[src/sv/swpf_pkg.sv]
`timescale 1ns / 1ps
// ----------------------------------------------------------------------------
// swpf_pkg
// Shared constants, types and the CRC-16 byte step for the servo write
// packet framer.
// ----------------------------------------------------------------------------
package swpf_pkg;

	localparam int MAX_DATA_BYTES = 4;
	localparam int CNT_W          = $clog2(MAX_DATA_BYTES + 1);
	localparam int DATA_W         = 32;
	localparam int IDX_W          = $clog2(MAX_DATA_BYTES + 12);

	localparam int HDR_LEN_V1 = 6;
	localparam int HDR_LEN_V2 = 10;

	localparam logic [7:0]  SYNC_BYTE   = 8'hFF;
	localparam logic [7:0]  HDR3_BYTE   = 8'hFD;
	localparam logic [7:0]  ZERO_BYTE   = 8'h00;
	localparam logic [7:0]  WRITE_INSTR = 8'h03;
	localparam logic [15:0] CRC_POLY    = 16'h8005;

	localparam logic [1:0] CFG_IDX_SERVO_ID = 2'd0;
	localparam logic [1:0] CFG_IDX_FRAMING  = 2'd1;

	typedef enum logic [1:0] {
		ST_IDLE = 2'b01,
		ST_RUN  = 2'b10
	} state_t;

	// Control from the sequencer to the check unit.
	typedef struct packed {
		logic       clear;
		logic       update;
		logic       crc_mode;
		logic [7:0] data;
	} chk_ctrl_t;

	function automatic logic [15:0] crc_byte(input logic [15:0] crc, input logic [7:0] b);
		logic [15:0] c;
		c = crc ^ {b, 8'h00};
		for (int k = 0; k < 8; k++) begin
			if (c[15]) begin
				c = {c[14:0], 1'b0} ^ CRC_POLY;
			end else begin
				c = {c[14:0], 1'b0};
			end
		end
		return c;
	endfunction

endpackage

[src/sv/swpf_if.sv]
`timescale 1ns / 1ps
// ----------------------------------------------------------------------------
// swpf interfaces
// Command, byte stream and configuration write channels.
// ----------------------------------------------------------------------------
interface swpf_cmd_if;
	logic                         valid;
	logic                         ready;
	logic [7:0]                   reg_address;
	logic [2:0]                   data_count;
	logic [swpf_pkg::DATA_W-1:0]  data_value;

	modport source (output valid, reg_address, data_count, data_value, input ready);
	modport sink   (input valid, reg_address, data_count, data_value, output ready);
endinterface

interface swpf_byte_if;
	logic       valid;
	logic       ready;
	logic [7:0] tx_byte;
	logic       last_byte;

	modport source (output valid, tx_byte, last_byte, input ready);
	modport sink   (input valid, tx_byte, last_byte, output ready);
endinterface

interface swpf_cfg_if;
	logic       valid;
	logic       ready;
	logic [1:0] reg_index;
	logic [7:0] wr_data;

	modport source (output valid, reg_index, wr_data, input ready);
	modport sink   (input valid, reg_index, wr_data, output ready);
endinterface

[src/sv/swpf_chk.sv]
`timescale 1ns / 1ps
// ----------------------------------------------------------------------------
// swpf_chk
// Shared check unit: folds one packet byte per cycle while update is set
// into either the CRC-16 or the 8-bit running sum.
// ----------------------------------------------------------------------------
module swpf_chk (
	input  logic                clk,
	input  logic                arst_n,
	input  swpf_pkg::chk_ctrl_t ctrl,
	output logic [15:0]         chk
);

	logic [15:0] chk_q;

	always_ff @(posedge clk or negedge arst_n) begin
		if (!arst_n) begin
			chk_q <= 16'h0000;
		end else if (ctrl.clear) begin
			chk_q <= 16'h0000;
		end else if (ctrl.update) begin
			if (ctrl.crc_mode) begin
				chk_q <= swpf_pkg::crc_byte(chk_q, ctrl.data);
			end else begin
				chk_q <= {8'h00, chk_q[7:0] + ctrl.data};
			end
		end
	end

	assign chk = chk_q;

endmodule

[src/sv/swpf_seq.sv]
`timescale 1ns / 1ps
// ----------------------------------------------------------------------------
// swpf_seq
// Packet sequencer: latches a command, steps a byte index through the
// packet and drives the registered byte output.
// ----------------------------------------------------------------------------
module swpf_seq (
	input  logic                     clk,
	input  logic                     arst_n,
	swpf_cmd_if.sink                 cmd,
	swpf_byte_if.source              pkt,
	input  logic [7:0]               servo_id,
	input  logic                     framing_version,
	input  logic [15:0]              chk,
	output swpf_pkg::chk_ctrl_t      chk_ctrl
);

	localparam int IDX_W = swpf_pkg::IDX_W;
	localparam int CNT_W = swpf_pkg::CNT_W;

	swpf_pkg::state_t                state_q;
	logic [IDX_W-1:0]                idx_q;
	logic [IDX_W-1:0]                end_idx_q;
	logic [CNT_W-1:0]                cnt_q;
	logic                            ver_q;
	logic [7:0]                      id_q;
	logic [7:0]                      addr_q;
	logic [swpf_pkg::DATA_W-1:0]     data_q;
	logic                            out_valid_q;
	logic [7:0]                      byte_q;
	logic                            last_q;

	logic                            accept;
	logic                            load;
	logic [CNT_W:0]                  cnt_in;
	logic [CNT_W-1:0]                cnt_clamp;
	logic [IDX_W-1:0]                hdr_len;
	logic [IDX_W-1:0]                data_end;
	logic                            is_hdr;
	logic                            is_data;
	logic                            is_chk_lo;
	logic                            is_last;
	logic [15:0]                     len16;
	logic [7:0]                      hdr_byte;
	logic [7:0]                      cur_byte;

	assign cmd.ready = (state_q == swpf_pkg::ST_IDLE);
	assign accept    = cmd.valid && cmd.ready;
	assign load      = (state_q == swpf_pkg::ST_RUN) && (!out_valid_q || pkt.ready);

	// Clamp the count to 1..MAX_DATA_BYTES.
	always_comb begin
		cnt_in = (CNT_W + 1)'(cmd.data_count);
		if (cnt_in == '0) begin
			cnt_clamp = CNT_W'(1);
		end else if (cnt_in > (CNT_W + 1)'(swpf_pkg::MAX_DATA_BYTES)) begin
			cnt_clamp = CNT_W'(swpf_pkg::MAX_DATA_BYTES);
		end else begin
			cnt_clamp = cnt_in[CNT_W-1:0];
		end
	end

	assign hdr_len   = ver_q ? IDX_W'(swpf_pkg::HDR_LEN_V2) : IDX_W'(swpf_pkg::HDR_LEN_V1);
	assign data_end  = hdr_len + IDX_W'(cnt_q);
	assign is_hdr    = idx_q < hdr_len;
	assign is_data   = !is_hdr && (idx_q < data_end);
	assign is_chk_lo = idx_q == data_end;
	assign is_last   = idx_q == end_idx_q;
	assign len16     = 16'(cnt_q) + (ver_q ? 16'd5 : 16'd3);

	always_comb begin
		hdr_byte = swpf_pkg::ZERO_BYTE;
		if (ver_q) begin
			case (idx_q)
				IDX_W'(0): hdr_byte = swpf_pkg::SYNC_BYTE;
				IDX_W'(1): hdr_byte = swpf_pkg::SYNC_BYTE;
				IDX_W'(2): hdr_byte = swpf_pkg::HDR3_BYTE;
				IDX_W'(3): hdr_byte = swpf_pkg::ZERO_BYTE;
				IDX_W'(4): hdr_byte = id_q;
				IDX_W'(5): hdr_byte = len16[7:0];
				IDX_W'(6): hdr_byte = len16[15:8];
				IDX_W'(7): hdr_byte = swpf_pkg::WRITE_INSTR;
				IDX_W'(8): hdr_byte = addr_q;
				default:   hdr_byte = swpf_pkg::ZERO_BYTE;
			endcase
		end else begin
			case (idx_q)
				IDX_W'(0): hdr_byte = swpf_pkg::SYNC_BYTE;
				IDX_W'(1): hdr_byte = swpf_pkg::SYNC_BYTE;
				IDX_W'(2): hdr_byte = id_q;
				IDX_W'(3): hdr_byte = len16[7:0];
				IDX_W'(4): hdr_byte = swpf_pkg::WRITE_INSTR;
				IDX_W'(5): hdr_byte = addr_q;
				default:   hdr_byte = swpf_pkg::ZERO_BYTE;
			endcase
		end
	end

	always_comb begin
		if (is_hdr) begin
			cur_byte = hdr_byte;
		end else if (is_data) begin
			cur_byte = data_q[7:0];
		end else if (is_chk_lo) begin
			cur_byte = ver_q ? chk[7:0] : ~chk[7:0];
		end else begin
			cur_byte = chk[15:8];
		end
	end

	// The older sum starts at the id byte.
	always_comb begin
		chk_ctrl.clear    = accept;
		chk_ctrl.update   = load && (is_hdr || is_data) && (ver_q || idx_q >= IDX_W'(2));
		chk_ctrl.crc_mode = ver_q;
		chk_ctrl.data     = cur_byte;
	end

	always_ff @(posedge clk or negedge arst_n) begin
		if (!arst_n) begin
			state_q     <= swpf_pkg::ST_IDLE;
			idx_q       <= '0;
			out_valid_q <= 1'b0;
		end else begin
			case (state_q)
				swpf_pkg::ST_IDLE: begin
					if (accept) begin
						state_q <= swpf_pkg::ST_RUN;
						idx_q   <= '0;
					end
				end
				swpf_pkg::ST_RUN: begin
					if (load) begin
						if (is_last) begin
							state_q <= swpf_pkg::ST_IDLE;
							idx_q   <= '0;
						end else begin
							idx_q <= idx_q + IDX_W'(1);
						end
					end
				end
				default: begin
					state_q <= swpf_pkg::ST_IDLE;
					idx_q   <= '0;
				end
			endcase
			if (load) begin
				out_valid_q <= 1'b1;
			end else if (pkt.ready) begin
				out_valid_q <= 1'b0;
			end
		end
	end

	always_ff @(posedge clk) begin
		if (accept) begin
			cnt_q     <= cnt_clamp;
			ver_q     <= framing_version;
			id_q      <= servo_id;
			addr_q    <= cmd.reg_address;
			data_q    <= cmd.data_value;
			// index of the final check byte
			end_idx_q <= IDX_W'(cnt_clamp) + (framing_version ? IDX_W'(11) : IDX_W'(6));
		end else if (load && is_data) begin
			// advance to the next data byte, zero fill from the top
			data_q <= {8'h00, data_q[swpf_pkg::DATA_W-1:8]};
		end
		if (load) begin
			byte_q <= cur_byte;
			last_q <= is_last;
		end
	end

	assign pkt.valid     = out_valid_q;
	assign pkt.tx_byte   = byte_q;
	assign pkt.last_byte = last_q;

`ifndef SYNTHESIS
	a_idle_idx_zero: assert property (@(posedge clk) disable iff (!arst_n)
		state_q == swpf_pkg::ST_IDLE |-> idx_q == '0)
		else $error("byte index not cleared while idle");

	a_accept_runs: assert property (@(posedge clk) disable iff (!arst_n)
		accept |=> state_q == swpf_pkg::ST_RUN)
		else $error("command accepted but sequencer not running");

	a_last_ends: assert property (@(posedge clk) disable iff (!arst_n)
		load && is_last |=> state_q == swpf_pkg::ST_IDLE && out_valid_q && last_q)
		else $error("final word did not end the packet");

	a_idx_bound: assert property (@(posedge clk) disable iff (!arst_n)
		state_q == swpf_pkg::ST_RUN |-> idx_q <= end_idx_q)
		else $error("byte index ran past packet length");
`endif

endmodule

[src/sv/servo_write_packet_framer_unit.sv]
`timescale 1ns / 1ps
// ----------------------------------------------------------------------------
// servo_write_packet_framer_unit
// Frames a register-write command into a serial servo bus packet, one byte
// per output word, with the last check byte marked.
// ----------------------------------------------------------------------------
// Channels: cmd takes one command word (address, data count, data value);
// pkt delivers the packet one byte per word, last_byte set on the final
// check byte; cfg writes servo_id (index 0) and framing_version (index 1),
// always ready, other indexes ignored.
// A command is accepted only while the sequencer is idle. The packet then
// leaves at one byte per cycle while the receiver is ready, from a single
// output register: the first byte is loaded once the sequencer is running,
// and a packet is count + 12 bytes in the newer framing, count + 7 in the
// older one. The check unit folds one byte per cycle (CRC-16 or running sum)
// as header and data bytes are loaded, so the sequencer's byte counter sets
// the rate; the next command is taken the cycle after the last byte is
// loaded into the output register.
// Reset clears the sequencer and output valid and restores servo_id = 1 and
// the newer framing. When the receiver stalls, the output word holds and the
// sequencer waits; no byte is lost or repeated.
// ----------------------------------------------------------------------------
module servo_write_packet_framer_unit (
	input  logic         clk,
	input  logic         arst_n,
	swpf_cmd_if.sink     cmd,
	swpf_byte_if.source  pkt,
	swpf_cfg_if.sink     cfg
);

	logic [7:0]          servo_id_q;
	logic                framing_version_q;
	logic [15:0]         chk;
	swpf_pkg::chk_ctrl_t chk_ctrl;

	assign cfg.ready = 1'b1;

	always_ff @(posedge clk or negedge arst_n) begin
		if (!arst_n) begin
			servo_id_q        <= 8'd1;
			framing_version_q <= 1'b1;
		end else if (cfg.valid && cfg.ready) begin
			case (cfg.reg_index)
				swpf_pkg::CFG_IDX_SERVO_ID: servo_id_q        <= cfg.wr_data;
				swpf_pkg::CFG_IDX_FRAMING:  framing_version_q <= cfg.wr_data[0];
				default: begin
					// drop writes beyond the register list
				end
			endcase
		end
	end

	swpf_seq u_seq (
		.clk             (clk),
		.arst_n          (arst_n),
		.cmd             (cmd),
		.pkt             (pkt),
		.servo_id        (servo_id_q),
		.framing_version (framing_version_q),
		.chk             (chk),
		.chk_ctrl        (chk_ctrl)
	);

	swpf_chk u_chk (
		.clk    (clk),
		.arst_n (arst_n),
		.ctrl   (chk_ctrl),
		.chk    (chk)
	);

endmodule
[src/flat_wrapper.sv]
// flat-port wrapper written by rule: the top's interface ports become plain ports
module servo_write_packet_framer_unit_flat 
  (clk, arst_n, cmd_valid, cmd_reg_address, cmd_data_count, cmd_data_value, cmd_ready, pkt_valid, pkt_tx_byte, pkt_last_byte, pkt_ready, cfg_valid, cfg_reg_index, cfg_wr_data, cfg_ready);
  swpf_cmd_if cmd_i ();
  swpf_byte_if pkt_i ();
  swpf_cfg_if cfg_i ();
  input  logic clk;
  input  logic arst_n;
  input wire logic [$bits(cmd_i.valid)-1:0] cmd_valid;
  input wire logic [$bits(cmd_i.reg_address)-1:0] cmd_reg_address;
  input wire logic [$bits(cmd_i.data_count)-1:0] cmd_data_count;
  input wire logic [$bits(cmd_i.data_value)-1:0] cmd_data_value;
  output wire logic [$bits(cmd_i.ready)-1:0] cmd_ready;
  output wire logic [$bits(pkt_i.valid)-1:0] pkt_valid;
  output wire logic [$bits(pkt_i.tx_byte)-1:0] pkt_tx_byte;
  output wire logic [$bits(pkt_i.last_byte)-1:0] pkt_last_byte;
  input wire logic [$bits(pkt_i.ready)-1:0] pkt_ready;
  input wire logic [$bits(cfg_i.valid)-1:0] cfg_valid;
  input wire logic [$bits(cfg_i.reg_index)-1:0] cfg_reg_index;
  input wire logic [$bits(cfg_i.wr_data)-1:0] cfg_wr_data;
  output wire logic [$bits(cfg_i.ready)-1:0] cfg_ready;
  assign cmd_i.valid = cmd_valid;
  assign cmd_i.reg_address = cmd_reg_address;
  assign cmd_i.data_count = cmd_data_count;
  assign cmd_i.data_value = cmd_data_value;
  assign cmd_ready = cmd_i.ready;
  assign pkt_valid = pkt_i.valid;
  assign pkt_tx_byte = pkt_i.tx_byte;
  assign pkt_last_byte = pkt_i.last_byte;
  assign pkt_i.ready = pkt_ready;
  assign cfg_i.valid = cfg_valid;
  assign cfg_i.reg_index = cfg_reg_index;
  assign cfg_i.wr_data = cfg_wr_data;
  assign cfg_ready = cfg_i.ready;
  servo_write_packet_framer_unit u_core (.clk(clk), .arst_n(arst_n), .cmd(cmd_i), .pkt(pkt_i), .cfg(cfg_i));
endmodule
[config.mk]
export PLATFORM = sky130hd
export DESIGN_NAME = servo_write_packet_framer_unit_flat
export DESIGN_NICKNAME = d
export VERILOG_FILES = /design/src/sv/swpf_pkg.sv /design/src/sv/swpf_if.sv /design/src/sv/swpf_chk.sv /design/src/sv/swpf_seq.sv /design/src/sv/servo_write_packet_framer_unit.sv /design/src/flat_wrapper.sv
export SDC_FILE = /design/constraint.sdc
export NUM_CORES = 1
export LEC_CHECK = 0
export BUFFER_PORTS_ARGS = -buffer_cell sky130_fd_sc_hd__buf_4
export CORE_MARGIN = 2
export CORE_UTILIZATION = 59
export CTS_CLUSTER_SIZE = 24
export DETAILED_ROUTE_END_ITERATION = 7
export PLACE_DENSITY = 0.81
export SLEW_MARGIN = 20
export SYNTH_ARGS = -nofsm -noshare
export SYNTH_HDL_FRONTEND = slang
export SYNTH_SLANG_ARGS = --single-unit
[constraint.sdc]
create_clock -name clk -period 7.22 [get_ports clk]
set_input_delay 1.083 -clock clk [delete_from_list [all_inputs] [get_ports clk]]
set_output_delay 1.083 -clock clk [all_outputs]
set_load 0.01 [all_outputs]
==> results.yml <==
run_status:
  status: "completed"
timing:
  unrepaired_setup_endpoints_after_global_routing: "false"
  fmaxAchievable_mhz: 196
  timing_max_transition_violations_final: 0
  worst_pin_slew_ns: 1.01
  setup_total_negative_slack_ns: 0
  period_needed_ns: 5.10
  maxSlewHeadroom: 0.328
  report.final.setup_viol: 0
  finClkSkew_ns: 0.0136
  timing_hold_violations_final: 0
  post-route-period-util: 0.706
layout:
  most-common-layout-cells: "sky130_fd_sc_hd__nand2_1, sky130_fd_sc_hd__buf_4, sky130_fd_sc_hd__edfxtp_1"
  ant_diodes: 0
  layout-drive-gt1-share: 0.211
  final_layout_net_count: 689
  final_cell_count_no_fill: 739
  layout_commonest_cell: "sky130_fd_sc_hd__nand2_1"
  area_delta_synth_final_pct: 14.0
route:
  drt_pre_antenna_iters: 5
  final_antenna_net_count: 0
  routed_wl_um: 12800
  routed_via_density: 5.91
  drc: 0
  route.vias.total: 4365
  number_of_design_rule_violations_left_by_the_first_detailed_router_iteration: 271
  wire_per_inst_um: 17.3
power:
  comb_power_share: 0.522
  p_clk_frac: 0.150
  switching_share: 0.393
  design_power_total_mw: 2.66
  p_int_mw: 1.61
  power.net_switching_mw: 1.05
  cellLeakagePower_nw: 2.80
  worst_ir_drop_vdd_mv: 0.217
  sequential_power_share: 0.328
  pwr_density_cell_nw_per_um2: 402
synth:
  synthesis.area_um2: 5800
  yosysWarningCount: 0
  synth_seq_area_share: 0.475
  postSynthNetCount: 635
  synth.area.top_cells: "sky130_fd_sc_hd__edfxtp_1, sky130_fd_sc_hd__dfrtp_1, sky130_fd_sc_hd__nand2_1"
  largest_area_contributor_in_the_synthesized_netlist: "sky130_fd_sc_hd__edfxtp_1"
  asyncSetResetFlopFracSynth: 0.330
  instance_count_of_the_mapped_netlist: 547
  synth.top_cell.area_share: 0.336
  synth_cell_type_count: 76
  synth-main-ff-cell: "sky130_fd_sc_hd__edfxtp_1"
  yosys_register_bits: 97
  synthesis.area_per_instance_um2: 10.6
  synth-edff-count: 65
cts:
  cts.clk_slew.worst_paths_ns: 0.10
  tritoncts_num_sinks: 97
  cts_hold_repair.buffers: 0
  clk_tree_root_cell: "sky130_fd_sc_hd__clkbuf_8"
  cts_resized: 0
  cts_setup_buffers: 0
  numCtsBuffers: 9
  cts_tree: "built"
  max_h_tree_level: 3
  clock_insertion_delay_worst_skew_ns: 0.38
  clockBufferDepth: 2
flow_run:
  cap_viol_max_count: 0
hold_path:
  hp-class: "register to register"
global_route:
  grt-ovfl-total: 0
  pin_count_of_the_biggest_net_entering_global_routing: 41
  antenna_violations_before_repair: 0
  busiest_layer: "met2"
  met1_usage: 0.335
  first_global_vias: 4187
  wire_length_of_the_first_global_routing_pass_um: 20600
  grt_util_met2: 0.409
  met3_track_utilization_from_global_routing: 0.0603
  gr-usage-all-layers: 0.259
worst_setup_path:
  timing.critical_path.arrival_ns: 5.37
  setup.worst_path.end_class: "register"
  worstSetupStartpointType: "register"
  path_class: "register to register"
  worst-path-max-fanout: 37
  required_ns: 7.50
die:
  placeableCoreArea_um2: 9640
  die_w_um: 103
  std_cell_rows: 36
  ios: 70
  initial_utilization: 0.602
  die_h_um: 103
  fp.dieArea_um2: 10600
placed_design:
  place_inst: 723
  io_buffer_count: 68
  place_congestion: 0.894
  detailedPlacementHpwl_um: 9350
-- per-layer routing --
layer	wire (µm)	share of wire
met1	5370	0.42
met2	6190	0.48
met3	810	0.063
met4	422	0.033
met5	0	0
-- worst max-delay path, stage by stage (launching register included) --
cell                       delay [ns]
sky130_fd_sc_hd__edfxtp_1        0.34
sky130_fd_sc_hd__buf_4           0.40
sky130_fd_sc_hd__inv_1           0.08
sky130_fd_sc_hd__buf_4           0.21
sky130_fd_sc_hd__fa_1            0.39
sky130_fd_sc_hd__xnor2_1         0.14
sky130_fd_sc_hd__ha_1            0.36
sky130_fd_sc_hd__a21oi_1         0.64
sky130_fd_sc_hd__nand2_1         0.32
sky130_fd_sc_hd__mux2i_1         0.24
sky130_fd_sc_hd__a21oi_1         0.15
sky130_fd_sc_hd__ha_1            0.25
sky130_fd_sc_hd__a21o_1          0.18
sky130_fd_sc_hd__a21oi_1         0.23
sky130_fd_sc_hd__o21bai_1        0.10
sky130_fd_sc_hd__a21oi_1         0.23
sky130_fd_sc_hd__o21bai_1        0.09
sky130_fd_sc_hd__a21oi_1         0.19
sky130_fd_sc_hd__xnor2_1         0.14
sky130_fd_sc_hd__nand2_1         0.07
sky130_fd_sc_hd__a32o_1          0.25
-- registers in the layout, summed over array words and instances, names as in the netlist --
register,flops
u_core.servo_id_q,8
u_core.u_seq.cnt_q,3
u_core.u_seq.pkt.tx_byte,8
u_core.u_seq.pkt.last_byte,1
u_core.u_seq.pkt.valid,1
u_core.u_seq.state_q,2
u_core.framing_version_q,1
u_core.u_seq.id_q,8
u_core.u_seq.ver_q,1
u_core.u_seq.idx_q,4
u_core.u_chk.chk,16
u_core.u_seq.end_idx_q,4
u_core.u_seq.data_q,32
u_core.u_seq.addr_q,8
-- cells in the mapped netlist, drive strengths merged, types with 5 or more instances --
cell type    n
nand2      107
edfxtp      65
dfrtp       29
ha          27
inv         24
xnor2       23
a21oi       22
nor2        18
clkbuf      17
and3        15
o21ai       15
buf         14
mux2        13
nand2b      11
nand3       11
xor2        11
o211ai       9
a221oi       8
o31ai        8
a32oi        5
nand3b       5
nor2b        5
-- worst paths after layout --
| check | slack [ns] | from | cells past startpoint | to |
|---|---|---|---|---|
| min in group asynchronous | 0.65 | arst_n | 1 | u_core.u_seq.state_q[1] |
| setup / recovery | 2.12 | u_core.u_seq.ver_q | 20 | u_core.u_chk.chk[7] |
| setup reg to reg | 2.12 | u_core.u_seq.ver_q | 20 | u_core.u_chk.chk[7] |
| hold reg to reg | 0.46 | u_core.servo_id_q[4] | 0 | u_core.u_seq.id_q[4] |
| hold / removal | 0.46 | u_core.servo_id_q[4] | 0 | u_core.u_seq.id_q[4] |
| max in group asynchronous | 6.23 | arst_n | 1 | u_core.servo_id_q[0] |
-- area by class of cell --
type | instances | area, µm²
tap | 133 | 166
multi-input combinational | 394 | 2820
sequential | 97 | 2760
clock buffer | 11 | 141
fill | 732 | 3020
timing repair buffer | 74 | 556
clock inverter | 5 | 85.1
inverter | 25 | 93.8
-- power by group through the flow --
stage / registers [mW] / logic, mW / clock network (mW)
finish: 0.874 / 1.39 / 0.398
detailed placement: 0.885 / 1.37 / 0
CTS: 0.873 / 1.38 / 0.404
global placement: 0.878 / 1.33 / 0
global route: 0.889 / 1.53 / 0.429
floorplan: 0.869 / 1.07 / 0
-- cell families after synthesis --
kind of cell | synth area share
compound gates | 0.160
flops | 0.475
buf+inv | 0.0438
other cells | 0.000646
mux | 0.0304
xor+xnor | 0.0656
simple gates | 0.156
fa+ha+maj | 0.0686
-- stage by stage --
| stage | util | area (µm²) | hold WS [ns] | worst slack (ns) |
|---|---|---|---|---|
| 2_1_floorplan | - | 5800 | 0.421 | 1.51 |
| 4_1_cts | 0.686 | 6610 | 0.461 | 2.22 |
| 6_report | 0.686 | 6620 | 0.459 | 2.12 |
| 3_5_place_dp | 0.662 | 6380 | 0.441 | 2.23 |
| 3_3_place_gp | 0.662 | 6380 | 0.433 | 2.42 |
| 5_1_grt | 0.686 | 6620 | 0.467 | 1.76 |
Power figures use the tool's default switching activity.
